## config.mk

```make
export PLATFORM = sky130hd
export DESIGN_NAME = bta_ctrl
export DESIGN_NICKNAME = d
export VERILOG_FILES = /design/src/hdl/bta_pkg.sv /design/src/hdl/bta_ctrl.sv
export SDC_FILE = /design/constraint.sdc
export NUM_CORES = 1
export LEC_CHECK = 0
export BUFFER_PORTS_ARGS = -buffer_cell sky130_fd_sc_hd__buf_2
export CAP_MARGIN = 20
export CORE_ASPECT_RATIO = 0.9
export CORE_UTILIZATION = 55
export DETAILED_ROUTE_END_ITERATION = 6
export PLACE_DENSITY = 0.77
export SLEW_MARGIN = 20
export SYNTH_ARGS = -nofsm -noshare
export SYNTH_HDL_FRONTEND = slang
export SYNTH_SLANG_ARGS = --single-unit
```

## constraint.sdc

```tcl
create_clock -name clk -period 7.8 [get_ports clk]
set_input_delay 1.56 -clock clk [delete_from_list [all_inputs] [get_ports clk]]
set_output_delay 1.56 -clock clk [all_outputs]
set_load 0.05 [all_outputs]
```

## src/hdl/bta_pkg.sv

```systemverilog
// ----------------------------------------------------------------------------
// bta_pkg
// Shared types, constants and helpers for the boundary tag heap allocator.
// ----------------------------------------------------------------------------
package bta_pkg;

  // byte offsets wide enough for any tag sum without wrapping into range
  localparam int ADDR_W  = 35;
  localparam int REQ_W   = 17;
  localparam int FREE_W  = 16;
  localparam int CHUNK_W = 17;
  localparam int ASZ_W   = 18;
  localparam int GSZ_W   = 19;
  localparam int STAT_W  = 2;

  typedef logic [ADDR_W-1:0] addr_t;

  // result status codes
  localparam logic [STAT_W-1:0] ST_DONE = 2'd0;
  localparam logic [STAT_W-1:0] ST_ZERO = 2'd1;
  localparam logic [STAT_W-1:0] ST_FULL = 2'd2;

  // heap layout constants
  localparam logic [CHUNK_W-1:0] CHUNK_RESET = 17'd4096;
  localparam logic [31:0]        INIT_CHUNK  = 32'd4096;
  localparam logic [31:0]        PROLOG_TAG  = 32'd9;
  localparam logic [31:0]        ALLOC_TAG   = 32'd1;
  localparam int                 INIT_BRK    = 4112;
  localparam int                 SMALL_BRK   = 16;
  localparam int                 MIN_BLOCK   = 16;
  localparam int                 ALIGN_BYTES = 8;
  localparam int                 FIRST_BP    = 8;

  typedef struct packed {
    logic                mode;
    logic [REQ_W-1:0]    request_bytes;
    logic [FREE_W-1:0]   freed_address;
  } in_t;

  typedef struct packed {
    logic [STAT_W-1:0]   status;
    logic [FREE_W-1:0]   payload_address;
  } out_t;

  // datapath operations, one per cycle
  typedef enum logic [5:0] {
    OP_NONE, OP_CLEAR, OP_LOAD, OP_DISP,
    OP_F_RH, OP_F_WH, OP_F_WF,
    OP_M_RPF, OP_M_RPH, OP_M_RPA, OP_M_RH, OP_M_RNH, OP_M_DEC,
    OP_M1_WH, OP_M1_RH, OP_M1_WF,
    OP_M2_WF, OP_M2_RP, OP_M2_WP,
    OP_M3_WF, OP_M3_WP,
    OP_A_RD, OP_A_CHK,
    OP_G_CALC, OP_G_WH, OP_G_WF, OP_G_WE,
    OP_P_RH, OP_P_W1, OP_P_RH2, OP_P_W2, OP_P_W3, OP_P_RN, OP_P_W4,
    OP_RES
  } op_t;

  typedef struct packed {
    op_t               op;
    logic [STAT_W-1:0] stat;
  } cmd_t;

  typedef struct packed {
    logic clr_last;
    logic is_free;
    logic req_zero;
    logic bp_lt_brk;
    logic blk_zero;
    logic blk_fit;
    logic grow_ok;
    logic prev_alloc;
    logic next_alloc;
    logic split;
  } sts_t;

  // size field of a tag word as a byte count
  function automatic addr_t size_of(input logic [31:0] w);
    size_of = {3'b000, w[31:3], 3'b000};
  endfunction

endpackage

```

## src/hdl/bta_ctrl.sv

```systemverilog
// ----------------------------------------------------------------------------
// bta_ctrl
// Sequencer for clear, free, coalesce, first-fit walk, growth and placement.
// ----------------------------------------------------------------------------
module bta_ctrl (
  input  logic            clk,
  input  logic            rst_n,
  input  logic            start,
  output logic            busy,
  input  bta_pkg::sts_t   sts,
  output bta_pkg::cmd_t   cmd
);

  localparam int NS = 35;

  typedef enum logic [NS-1:0] {
    S_CLR    = NS'(1) << 0,
    S_IDLE   = NS'(1) << 1,
    S_DISP   = NS'(1) << 2,
    S_F_RH   = NS'(1) << 3,
    S_F_WH   = NS'(1) << 4,
    S_F_WF   = NS'(1) << 5,
    S_M_RPF  = NS'(1) << 6,
    S_M_RPH  = NS'(1) << 7,
    S_M_RPA  = NS'(1) << 8,
    S_M_RH   = NS'(1) << 9,
    S_M_RNH  = NS'(1) << 10,
    S_M_DEC  = NS'(1) << 11,
    S_M1_WH  = NS'(1) << 12,
    S_M1_RH  = NS'(1) << 13,
    S_M1_WF  = NS'(1) << 14,
    S_M2_WF  = NS'(1) << 15,
    S_M2_RP  = NS'(1) << 16,
    S_M2_WP  = NS'(1) << 17,
    S_M3_WF  = NS'(1) << 18,
    S_M3_WP  = NS'(1) << 19,
    S_A_RD   = NS'(1) << 20,
    S_A_CHK  = NS'(1) << 21,
    S_G_CALC = NS'(1) << 22,
    S_G_WH   = NS'(1) << 23,
    S_G_WF   = NS'(1) << 24,
    S_G_WE   = NS'(1) << 25,
    S_P_RH   = NS'(1) << 26,
    S_P_W1   = NS'(1) << 27,
    S_P_RH2  = NS'(1) << 28,
    S_P_W2   = NS'(1) << 29,
    S_P_W3   = NS'(1) << 30,
    S_P_RN   = NS'(1) << 31,
    S_P_W4   = NS'(1) << 32,
    S_RES    = NS'(1) << 33,
    S_SPARE  = NS'(1) << 34
  } state_t;

  state_t                         state_r, state_nxt;
  logic [bta_pkg::STAT_W-1:0]     stat_r, stat_nxt;
  state_t                         merge_exit;

  assign busy = (state_r != S_IDLE);

  // where a finished coalesce continues
  assign merge_exit = sts.is_free ? S_RES : S_P_RH;

  // next state and command
  always_comb begin
    state_nxt = state_r;
    stat_nxt  = stat_r;
    cmd.op    = bta_pkg::OP_NONE;
    cmd.stat  = stat_r;
    case (state_r)
      S_CLR: begin
        cmd.op = bta_pkg::OP_CLEAR;
        if (sts.clr_last) state_nxt = S_IDLE;
      end
      S_IDLE: begin
        if (start) begin
          cmd.op    = bta_pkg::OP_LOAD;
          state_nxt = S_DISP;
        end
      end
      S_DISP: begin
        cmd.op   = bta_pkg::OP_DISP;
        stat_nxt = bta_pkg::ST_DONE;
        if (sts.is_free) begin
          state_nxt = S_F_RH;
        end else if (sts.req_zero) begin
          stat_nxt  = bta_pkg::ST_ZERO;
          state_nxt = S_RES;
        end else begin
          state_nxt = S_A_RD;
        end
      end
      S_F_RH:  begin cmd.op = bta_pkg::OP_F_RH;  state_nxt = S_F_WH;  end
      S_F_WH:  begin cmd.op = bta_pkg::OP_F_WH;  state_nxt = S_F_WF;  end
      S_F_WF:  begin cmd.op = bta_pkg::OP_F_WF;  state_nxt = S_M_RPF; end
      S_M_RPF: begin cmd.op = bta_pkg::OP_M_RPF; state_nxt = S_M_RPH; end
      S_M_RPH: begin cmd.op = bta_pkg::OP_M_RPH; state_nxt = S_M_RPA; end
      S_M_RPA: begin cmd.op = bta_pkg::OP_M_RPA; state_nxt = S_M_RH;  end
      S_M_RH:  begin cmd.op = bta_pkg::OP_M_RH;  state_nxt = S_M_RNH; end
      S_M_RNH: begin cmd.op = bta_pkg::OP_M_RNH; state_nxt = S_M_DEC; end
      // pick one of the four coalesce cases
      S_M_DEC: begin
        cmd.op = bta_pkg::OP_M_DEC;
        if (sts.prev_alloc && sts.next_alloc) state_nxt = merge_exit;
        else if (sts.prev_alloc)              state_nxt = S_M1_WH;
        else if (sts.next_alloc)              state_nxt = S_M2_WF;
        else                                  state_nxt = S_M3_WF;
      end
      S_M1_WH: begin cmd.op = bta_pkg::OP_M1_WH; state_nxt = S_M1_RH;    end
      S_M1_RH: begin cmd.op = bta_pkg::OP_M1_RH; state_nxt = S_M1_WF;    end
      S_M1_WF: begin cmd.op = bta_pkg::OP_M1_WF; state_nxt = merge_exit; end
      S_M2_WF: begin cmd.op = bta_pkg::OP_M2_WF; state_nxt = S_M2_RP;    end
      S_M2_RP: begin cmd.op = bta_pkg::OP_M2_RP; state_nxt = S_M2_WP;    end
      S_M2_WP: begin cmd.op = bta_pkg::OP_M2_WP; state_nxt = merge_exit; end
      S_M3_WF: begin cmd.op = bta_pkg::OP_M3_WF; state_nxt = S_M3_WP;    end
      S_M3_WP: begin cmd.op = bta_pkg::OP_M3_WP; state_nxt = merge_exit; end
      // first-fit walk, a read and a check per block
      S_A_RD: begin
        cmd.op    = bta_pkg::OP_A_RD;
        state_nxt = sts.bp_lt_brk ? S_A_CHK : S_G_CALC;
      end
      S_A_CHK: begin
        cmd.op = bta_pkg::OP_A_CHK;
        if (sts.blk_zero)     state_nxt = S_G_CALC;
        else if (sts.blk_fit) state_nxt = S_P_RH;
        else                  state_nxt = S_A_RD;
      end
      S_G_CALC: begin
        cmd.op = bta_pkg::OP_G_CALC;
        if (sts.grow_ok) begin
          state_nxt = S_G_WH;
        end else begin
          stat_nxt  = bta_pkg::ST_FULL;
          state_nxt = S_RES;
        end
      end
      S_G_WH:  begin cmd.op = bta_pkg::OP_G_WH;  state_nxt = S_G_WF;  end
      S_G_WF:  begin cmd.op = bta_pkg::OP_G_WF;  state_nxt = S_G_WE;  end
      S_G_WE:  begin cmd.op = bta_pkg::OP_G_WE;  state_nxt = S_M_RPF; end
      S_P_RH:  begin cmd.op = bta_pkg::OP_P_RH;  state_nxt = S_P_W1;  end
      S_P_W1:  begin cmd.op = bta_pkg::OP_P_W1;  state_nxt = S_P_RH2; end
      S_P_RH2: begin cmd.op = bta_pkg::OP_P_RH2; state_nxt = S_P_W2;  end
      S_P_W2: begin
        cmd.op    = bta_pkg::OP_P_W2;
        state_nxt = sts.split ? S_P_W3 : S_RES;
      end
      S_P_W3:  begin cmd.op = bta_pkg::OP_P_W3;  state_nxt = S_P_RN;  end
      S_P_RN:  begin cmd.op = bta_pkg::OP_P_RN;  state_nxt = S_P_W4;  end
      S_P_W4:  begin cmd.op = bta_pkg::OP_P_W4;  state_nxt = S_RES;   end
      S_RES: begin
        cmd.op    = bta_pkg::OP_RES;
        state_nxt = S_IDLE;
      end
      default: begin
        state_nxt = S_IDLE;
      end
    endcase
  end

  // state registers
  always_ff @(posedge clk) begin
    if (!rst_n) begin
      state_r <= S_CLR;
      stat_r  <= bta_pkg::ST_DONE;
    end else begin
      state_r <= state_nxt;
      stat_r  <= stat_nxt;
    end
  end

`ifndef NO_ASSERTIONS
  // a result cycle always hands back to idle
  a_res_to_idle: assert property (@(posedge clk) disable iff (!rst_n)
    state_r == S_RES |=> state_r == S_IDLE)
    else $error("result not followed by idle");

  // no heap work is commanded while idle except taking an item
  a_idle_quiet: assert property (@(posedge clk) disable iff (!rst_n)
    !busy |-> (cmd.op == bta_pkg::OP_NONE || cmd.op == bta_pkg::OP_LOAD))
    else $error("work commanded while idle");

  // an accepted item always goes to dispatch
  a_accept_disp: assert property (@(posedge clk) disable iff (!rst_n)
    start && !busy |=> state_r == S_DISP)
    else $error("accepted item not dispatched");
`endif

endmodule

```

After elaboration in Yosys (flattened, before gate mapping). Index checks and enable logic that the tools add are counted. W data, S select, Z words.

Word-level logic and storage cells: 66. Bits of input ports: 13. Output and inout port bits: 9. Memories kept: 0. Memory bits (read-only): 0. Latch bits: 0. Bits in registers: 37. RAM bits: 0.

Multipliers: 0. Eq/ne operators: 38. Divide/modulo/power cells: 0. Shift operators: 0. Reduce and logical (&&, ||, !) cells: 6. Multiplexer cells: 20. $lt $le $gt $ge: 0. Add/subtract/negate cells: 0. Bitwise logic cells: 0.

Operator list (count): $pmux W35 S30 (1); $mux W34 (6); $pmux W6 S34 (1); $mux W35 (2); $mux W27 (2); $mux W19 (2); $eq A35 B1 Y1 const B (1); $eq A35 B10 Y1 const B (1); $eq A35 B11 Y1 const B (1); $eq A35 B12 Y1 const B (1); $eq A35 B13 Y1 const B (1); $eq A35 B14 Y1 const B (1); $eq A35 B15 Y1 const B (1); $eq A35 B16 Y1 const B (1); $eq A35 B17 Y1 const B (1); $eq A35 B18 Y1 const B (1); $eq A35 B19 Y1 const B (1); $eq A35 B2 Y1 const B (1); $eq A35 B20 Y1 const B (1); $eq A35 B21 Y1 const B (1); $eq A35 B22 Y1 const B (1); $eq A35 B23 Y1 const B (1); $eq A35 B24 Y1 const B (1); $eq A35 B25 Y1 const B (1); other kinds (27) (32).

Longest topological paths before layout. Gate-level depths: netlist of the first run.

Word-level depth: 4. Gate-level depth with buffers: 10. Depth with buffers taken out: 6.

Worst setup path before layout of the first run. OpenSTA, ideal clock, no wires.

Path kind: reg2out. From: reg state_r[20]. To: out cmd[6] (netlist name). Arrival time: 2330 ps. Data required time: 6240 ps. Setup slack: 3910 ps. Stages on the path, launching flop included: 10. Buffers on the path: 3. Path through: dfxtp_1 > buf_6 > or4_4 > or4_4 > o21ai_2 > a32oi_2 > and4_4 > buf_6 > buf_12 > inv_1.

RTL lines: from (decl) (line bta_ctrl.sv:54) `state_t state_r, state_nxt;`; from (signal assigned) (line bta_ctrl.sv:165) `state_r <= state_nxt;`; to (decl) (line bta_ctrl.sv:11) `output bta_pkg::cmd_t cmd`.

==> metrics.txt, run 1 <==
CTS Hold Bufs=0; final hold vios=0; HP Start=stat_r[0]$_SDFFE_PN0P_; CP most frequent cell=nand4_1; total negative slack=0 ns; Worst slew margin=~26%; Critical path buffers and inverters=1; share of flip-flops with an asynchronous set or reset=0%; arrival time at the worst endpoint=around 3.1 ns; yosys warns=0; Non-Filler Instances=around 360; Hold Path Class=flop to flop; Pwr per Cell Area=151.2 nW/um^2; Post-Route WL=around 6.6 mm; Post-synth top flop=dfxtp_1; Post-Synth XOR/XNOR Area=under 10%; clock slew at reported path FFs=roughly 0.070 ns; cts bufs inserted=5; Die H=67.65 um; initial antenna violation count=0; maximum fanout along the worst path=13; cell taking the most area after synthesis=dfxtp_1; Yosys cell types=64; Core Rows=23; root buffer cell=clkbuf_8; cells along the critical path=nor4_2, nand4_1, nor4_1, and3_1, a211oi_1, nand4_1, buf_2; post-synthesis simple-gate area fraction=42.90%; hold depth=2; first-pass GRT wire length=10.74 mm; Detailed Routing Iterations Pass 1=5; io pins=22; minimum period implied by the final worst setup slack=between 4 and 5 ns; kind of critical path=flop to output pin; slowest stage cell, crit path=nor4_1; synthesis-stage register bit count=36; layout cells sized above 1=20.86%; Max Freq=212.6 MHz; Synth area leaders=dfxtp_1 (27%), a211oi_2 (4.8%), buf_6 (3.8%); skew final=0.006774 ns; H-Tree Level Count=2; share of Yosys cell area claimed by the top area cell type=a little over a quarter; gr usage total=between 20% and 30%; Worst Path Required=6.24 ns; Worst R2R Setup Slack=between 4 and 5 ns; post-route antenna net violation count=0; Post-synth EDFFs=0; Avg Inst Size Synth=roughly 9 um^2; Setup-failing EPs final=0; Worst Setup Start Kind=flop; Worst Hold Path EP=stat_r[0]$_SDFFE_PN0P_; clock latency at the later pin of the worst-skew pair=approximately 0.29 ns; Multi-input gate area=1674 um^2; family with the most delay on the worst path=simple AND/OR/NAND/NOR gates; Syn Std Cell Area=roughly 2600 um^2; P&R area growth vs syn=4.228%; Post CTS Setup Buffer Count=0; CTS tree=built; DP HPWL=4.866 mm; endpoint class of the critical path=output pin; Least-Margin Pin Slew=between 1 and 1.5 ns; Core Area=between 4000 and 5000 um^2; status=finished, final reports clean; clock sinks=36; vias per cell=6.734; max-slew violations=0; GPL Wtd Cong=about 1.0; syn nets=about 300; filler cell count=roughly 400; pin count of the biggest net entering global routing=20; Reg area=just over 700 um^2; Compound-Gate Fraction of Synth Area=between 15 and 20%; post-synthesis cell count=293; Final Cycle Share=around 60%; max-cap violation count=0; Inst Count DP=about 360; Routed wire per std cell=between 15 and 20 um; post-synthesis sequential area ratio=27.36%; commonest non-fill, non-tap cells in the layout=dfxtp_1 (36), nor2_1 (24), buf_2 (21); vias in the first global route=2,195; RSZ-0062 raised after global routing=no; LEAKAGE=~1.0 nW; r2r startpoint=state_r[19]$_SDFFE_PN0P_; CTS resizes=0; reg2reg end=state_r[14]$_SDFFE_PN0P_; port buffer count=21; DIE WIDTH=74.95 um; multiplexer share of the synthesized area=0%; # diodes=0; largest family of logic cells by synthesized area=simple AND/OR/NAND/NOR gates; drt initial violations=263; die footprint=roughly 5000 um^2; post-synthesis adder-cell area fraction=0%; CP max stage delay=between 0.6 and 0.7 ns; deepest clock path buffer count=2; Final nets=approximately 310; vias=2,451; commonest non-fill, non-tap cell in the layout=dfxtp_1; Starting Density=approximately three fifths; cells on worst reg2reg path=6; drt drc=0; GRT overflow=0; CP Depth=7; worst vdd ir=just under 0.09 mV
==> how the worst max path moves through the flow <==
stage	slack, ns	start	endpoint
after global placement	3.57	state_r[12]$_SDFFE_PN0P_	cmd[3]
after floorplan	3.91	state_r[20]$_SDFFE_PN0P_	cmd[6]
after global routing	2.86	state_r[12]$_SDFFE_PN0P_	cmd[3]
after CTS	3.15	state_r[12]$_SDFFE_PN0P_	cmd[3]
after detailed placement	3.48	state_r[12]$_SDFFE_PN0P_	cmd[3]
final	3.10	state_r[12]$_SDFFE_PN0P_	cmd[3]
==> cell type report <==
cell class	instances	area share (%)
clock buffer	7	3.510
clock inverter	1	1.094
inverter	11	1.504
multi-input combinational	226	60.98
sequential	36	26.25
tap	62	2.826
timing repair buffer	21	3.829
==> per-stage QoR <==
step / power, mW / utilization (%) / instance area [um^2] / worst slack (ns) / hold WS [ns]
final: 0.4151 / 60.76 / 2745 / 3.097 / 0.4938
after global routing: 0.4302 / 60.76 / 2745 / 2.862 / 0.5360
after CTS: 0.4171 / 60.76 / 2745 / 3.146 / 0.4965
after detailed placement: 0.2380 / 57.96 / 2619 / 3.483 / 0.4820
after global placement: 0.2377 / 57.96 / 2619 / 3.571 / 0.4664
after floorplan: 0.2265 / - / 2634 / 3.910 / 0.5171
==> cells in the mapped netlist (all sizes together) (5+ instances only) <==
master and number:
and4 5, nand2 6, a211oi 17, nand4 13, buf 16, xnor2 6
nor3 19, or4 7, inv 10, and2 6, o21ai 8, nor2b 5
nor2 26, nor4 20, nand3 10, and3 12, nor4b 6, or3 5
dfxtp 36
==> metal layers <==
| metal | vias to the layer above | share of wire [%] | global-route usage, % |
|---|---|---|---|
| met5 | - | 0 | 0 |
| met2 | 141 | 44 | 45.72 |
| met3 | 19 | 9.2 | 6.866 |
| li1 | 1156 | - | - |
| met4 | 0 | 2.0 | 8.962 |
| met1 | 1135 | 44 | 38.41 |
==> state kept, by name (all words and copies together), names as in the netlist <==
| register | flops |
|---|---|
| state_r | 34 |
| stat_r | 2 |
==> power by group <==
part	switching (mW)	internal (mW)	total, mW
sequential	0.00168	0.185	0.187
clock	0.0676	0.113	0.180
combinational	0.0341	0.0139	0.0480
==> worst reg2reg max path: stages (launching register included) <==
cell	delay, ns
dfxtp_1	0.57
nor4_4	0.12
nand4_1	0.42
nor4_1	0.23
or4_1	0.61
nor4b_4	0.93
a211oi_1	0.22
==> cells by family after synthesis <==
kind of cell	after synthesis
AOI/OAI and AO/OA	53
xor gates and xnor gates	10
buffers and inverters	31
DFF	36
and+or+nand+nor	163
Note: power is estimated with default switching activity, not from simulation.
==> run 2, diff against run 1 <==
- clock period: 7.8 -> 4.8 ns (I/O delays scaled with it)
==> metrics.txt, run 2 (synthesized netlist as in run 1, its figures left out) <==
first-pass GRT wire length=between 10 and 15 mm; total negative slack=0 ns; P&R area growth vs syn=3.658%; DP HPWL=between 4 and 5 mm; reg2reg end=state_r[14]$_SDFFE_PN0P_; kind of critical path=flop to output pin; Starting Density=just under 60%; cts bufs inserted=5; CTS tree=built; Final nets=between 300 and 400; Worst Setup Start Kind=flop; maximum fanout along the worst path=13; total power=roughly 650 uW; status=finished, final reports clean; Final Core Density=slightly above 60%; RSZ-0062 raised after global routing=no; max-slew violations=0; final hold vios=0; cells along the critical path=nor4_2, nand4_1, nor4_1, nand3_1, o311a_1, nand4_1, buf_2; clock sinks=36; worst vdd ir=about 0.20 mV; vias per cell=a little under 7; Detailed Routing Iterations Pass 1=5; drt drc=0; DIE WIDTH=roughly 75 um; commonest non-fill, non-tap cells in the layout=dfxtp_1 (36), nor2_1 (24), buf_2 (21); Pwr per Cell Area=between 200 and 250 nW/um^2; clock slew at reported path FFs=0.08 ns; number of flip-flops in the largest register=34; Least-Margin Pin Slew=~1.1 ns; Setup-failing EPs final=0; H-Tree Level Count=2; minimum period implied by the final worst setup slack=between 4 and 5 ns; hold slack=0.4774 ns; max-cap violation count=0; CP most frequent cell=nand4_1; Cell Area, Placed=2619 um^2; skew final=between 0.01 and 0.015 ns; Post-Route WL=6.782 mm; initial antenna violation count=0; # diodes=0; vias=~2,500; drt initial violations=roughly 330; Worst slew margin=26.45%; GPL Wtd Cong=roughly 1.0; vias in the first global route=2,160; Worst R2R Setup Slack=around 1.5 ns; Biggest register=state_r; io pins=22; pin count of the biggest net entering global routing=20; gr usage total=between 20 and 30%; Post CTS Setup Buffer Count=0; Core Rows=23; Final Cycle Share=between 80 and 90%; worst setup path endpoint=cmd[2]; Top Registers=state_r (34), stat_r (2); port buffer count=21; deepest clock path buffer count=2; cells on worst reg2reg path=6; CTS Hold Bufs=0; clock latency at the later pin of the worst-skew pair=roughly 0.29 ns; layout cells sized above 1=about a fifth; root buffer cell=clkbuf_8; worst setup path start=state_r[12]$_SDFFE_PN0P_; Routed wire per std cell=roughly 19 um; fin area=around 2700 um^2; LEAKAGE=a little over 1 nW; GRT overflow=0; Core Area=roughly 4500 um^2; Hold Path Class=flop to flop; hold depth=2; endpoint class of the critical path=output pin; r2r startpoint=state_r[19]$_SDFFE_PN0P_; Die H=about 68 um; arrival time at the worst endpoint=3.28 ns; post-route antenna net violation count=0; die footprint=just over 5000 um^2; CTS resizes=0; Max Freq=235.9 MHz; commonest non-fill, non-tap cell in the layout=dfxtp_1; CP max stage delay=0.67 ns; Worst Path Required=roughly 3.8 ns; slowest stage cell, crit path=nor4_1
run 2: stage by stage:
stage	setup slack, ns	instances
6_report	0.5617	364
5_1_grt	0.4445	364
4_1_cts	0.6476	364
3_5_place_dp	1.019	356
3_3_place_gp	1.170	356
2_1_floorplan	1.510	293
run 2: per-layer routing:
metal  GRT usage [%]  up-vias  part of all wire, %
met5               0        -                    0
met4           8.019        0                  2.3
met3           6.866       21                  8.8
met2           47.18      137                   44
met1           39.67     1164                   45
li1                -     1164                    -
run 2: worst max-delay path, delay by kind of cell (launching register included):
kind            cells  cell delay, ns
simple gates        5            2.17
compound gates      1            0.18
buf+inv             1            0.27
flops               1            0.35
run 2: worst min-delay path by stage:
| stage | start | endpoint | slack, ns |
|---|---|---|---|
| final | stat_r[0]$_SDFFE_PN0P_ | stat_r[0]$_SDFFE_PN0P_ | 0.48 |
| after floorplan | state_r[0]$_SDFFE_PN1P_ | state_r[0]$_SDFFE_PN1P_ | 0.52 |
| after detailed placement | stat_r[0]$_SDFFE_PN0P_ | stat_r[0]$_SDFFE_PN0P_ | 0.47 |
| after global placement | stat_r[0]$_SDFFE_PN0P_ | stat_r[0]$_SDFFE_PN0P_ | 0.47 |
| after CTS | stat_r[0]$_SDFFE_PN0P_ | stat_r[0]$_SDFFE_PN0P_ | 0.48 |
| after global routing | stat_r[0]$_SDFFE_PN0P_ | stat_r[0]$_SDFFE_PN0P_ | 0.52 |
run 2: where the power goes:
group	total [mW]	internal, mW	switching [mW]
Sequential	0.304	0.301	0.00311
Clock	0.271	0.154	0.118
Combinational	0.0783	0.0226	0.0557
run 2: cell type report:
| class | count | area [um^2] |
|---|---|---|
| flip-flops and latches | 36 | 720.7 |
| clock buffers | 5 | 68.82 |
| inverters | 11 | 41.29 |
| repair buffers | 21 | 105.1 |
| multi-input cells | 226 | 1674 |
| clock inverters | 3 | 42.54 |
| well taps | 62 | 77.57 |
| fillers | 413 | 1788 |
==> run 3, diff against run 2 <==
- clock period: 4.8 -> 4.7 ns (I/O delays scaled with it)
==> metrics.txt, run 3 (synthesized netlist as in run 1, its figures left out) <==
CP max stage delay=0.66 ns; layout cells sized above 1=between 20% and 30%; PnR worst setup slack=just under 0.6 ns; Max Freq=between 200 and 250 MHz; GPL Wtd Cong=roughly 1; Starting Density=around 60%; Detailed Routing Iterations Pass 1=5; GRT overflow=0; max-slew violations=0; WL met2=between 3 and 4 mm; pin count of the biggest net entering global routing=20; kind of critical path=flop to output pin; Critical path buffers and inverters=1; pre-CTS setup slack=about 0.99 ns; Pwr per Cell Area=245.9 nW/um^2; Final Cycle Share=87.54%; drt initial violations=roughly 290; DR WL met3=612 um; clock sinks=36; final hold vios=0; die footprint=around 5100 um^2; maximum fanout along the worst path=13; max-cap violation count=0; gr usage total=just under 30%; Post CTS Setup Buffer Count=0; Worst slew margin=a little over two fifths; deepest clock path buffer count=2; Worst R2R Setup Slack=roughly 1.4 ns; CTS Hold Bufs=0; endpoint class of the critical path=output pin; CTS resizes=0; Metal-1 WL=approximately 3.1 mm; Post-Route WL=just under 7 mm; Final nets=315; arrival time at the worst endpoint=around 3.2 ns; Non-Filler Instances=approximately 370; Core Area=~4500 um^2; P&R area growth vs syn=3.943%; Inst Count DP=~360; DP HPWL=roughly 5.0 mm; CTS tree=built; family with the most delay on the worst path=simple AND/OR/NAND/NOR gates; status=finished, final reports clean; Final Core Density=60.59%; number of flip-flops in the largest register=34; vias=roughly 2,500; minimum period implied by the final worst setup slack=~4.1 ns; initial antenna violation count=0; post-route antenna net violation count=0; vias per cell=slightly below 7; # diodes=0; cts bufs inserted=5; skew final=about 0.013 ns; io pins=22; first-pass GRT wire length=between 10 and 15 mm; fin area=~2700 um^2; worst vdd ir=0.1732 mV; LEAKAGE=between 1 and 1.5 nW; drt drc=0; root buffer cell=clkbuf_8; Core Rows=23; slowest stage cell, crit path=nor4_1; Max Used Layer=met4; total negative slack=0 ns; RSZ-0062 raised after global routing=no; total power=about 670 uW; hold slack=0.4830 ns; Routed wire per std cell=~19 um; commonest non-fill, non-tap cells in the layout=dfxtp_1 (36), nor2_1 (24), buf_2 (21); commonest non-fill, non-tap cell in the layout=dfxtp_1; Worst Path Required=~3.8 ns; CP most frequent cell=nand4_1; Cell Area, Placed=approximately 2600 um^2; clock latency at the later pin of the worst-skew pair=about 0.30 ns; clock slew at reported path FFs=roughly 0.090 ns; Biggest register=state_r; Die H=~68 um; H-Tree Level Count=2; Least-Margin Pin Slew=around 0.84 ns; Setup-failing EPs final=0; Top Registers=state_r (34), stat_r (2); cells along the critical path=nor4_4, nand4_1, nor4_1, and3_1, a211oi_1, nand4_1, buf_2; Hold Path Class=flop to flop; port buffer count=21; vias in the first global route=roughly 2,200; DIE WIDTH=between 70 and 80 um; Worst Setup Start Kind=flop
==> run 3: cell types whose count changed in the layout (fill, tap and decap cells not counted), sizes merged <==
cell / delta
buf: +1
==> run 3: power by group <==
part           switching, mW  total [mW]  internal, mW
Sequential           0.00277       0.310         0.307
Clock                  0.123       0.280         0.157
Combinational         0.0584      0.0830        0.0246
Total                  0.185       0.673         0.489
==> run 3: area by class of cell <==
class                      count  area, um^2
fill                         415        1780
timing repair buffer          22       112.6
inverter                      11       41.29
tap                           62       77.57
sequential                    36       720.7
clock buffer                   5       68.82
multi-input combinational    226        1674
clock inverter                 3       42.54
==> run 3: worst register-to-register path: stages (launching register included) <==
cell and delay [ns]:
dfxtp_1 0.40, nor4_4 0.49, nand4_1 0.57, nor4_1 0.91, or4_1 0.28, nor4b_4 0.07
buf_4 0.22, a211oi_2 0.24
==> run 3: worst paths after layout <==
kind,end,start,depth (start not counted)
setup / recovery,cmd[3],state_r[8]$_SDFFE_PN0P_,7
hold / removal,stat_r[0]$_SDFFE_PN0P_,stat_r[0]$_SDFFE_PN0P_,2
setup reg to reg,state_r[8]$_SDFFE_PN0P_,state_r[8]$_SDFFE_PN0P_,7
hold reg to reg,stat_r[0]$_SDFFE_PN0P_,stat_r[0]$_SDFFE_PN0P_,2
==> run 3: routing by layer <==
metal | vias to the layer above | track usage (%)
met2 | 130 | 45.50
met1 | 1136 | 40.34
met4 | 0 | 9.198
li1 | 1164 | -
met3 | 25 | 7.761
met5 | - | 0
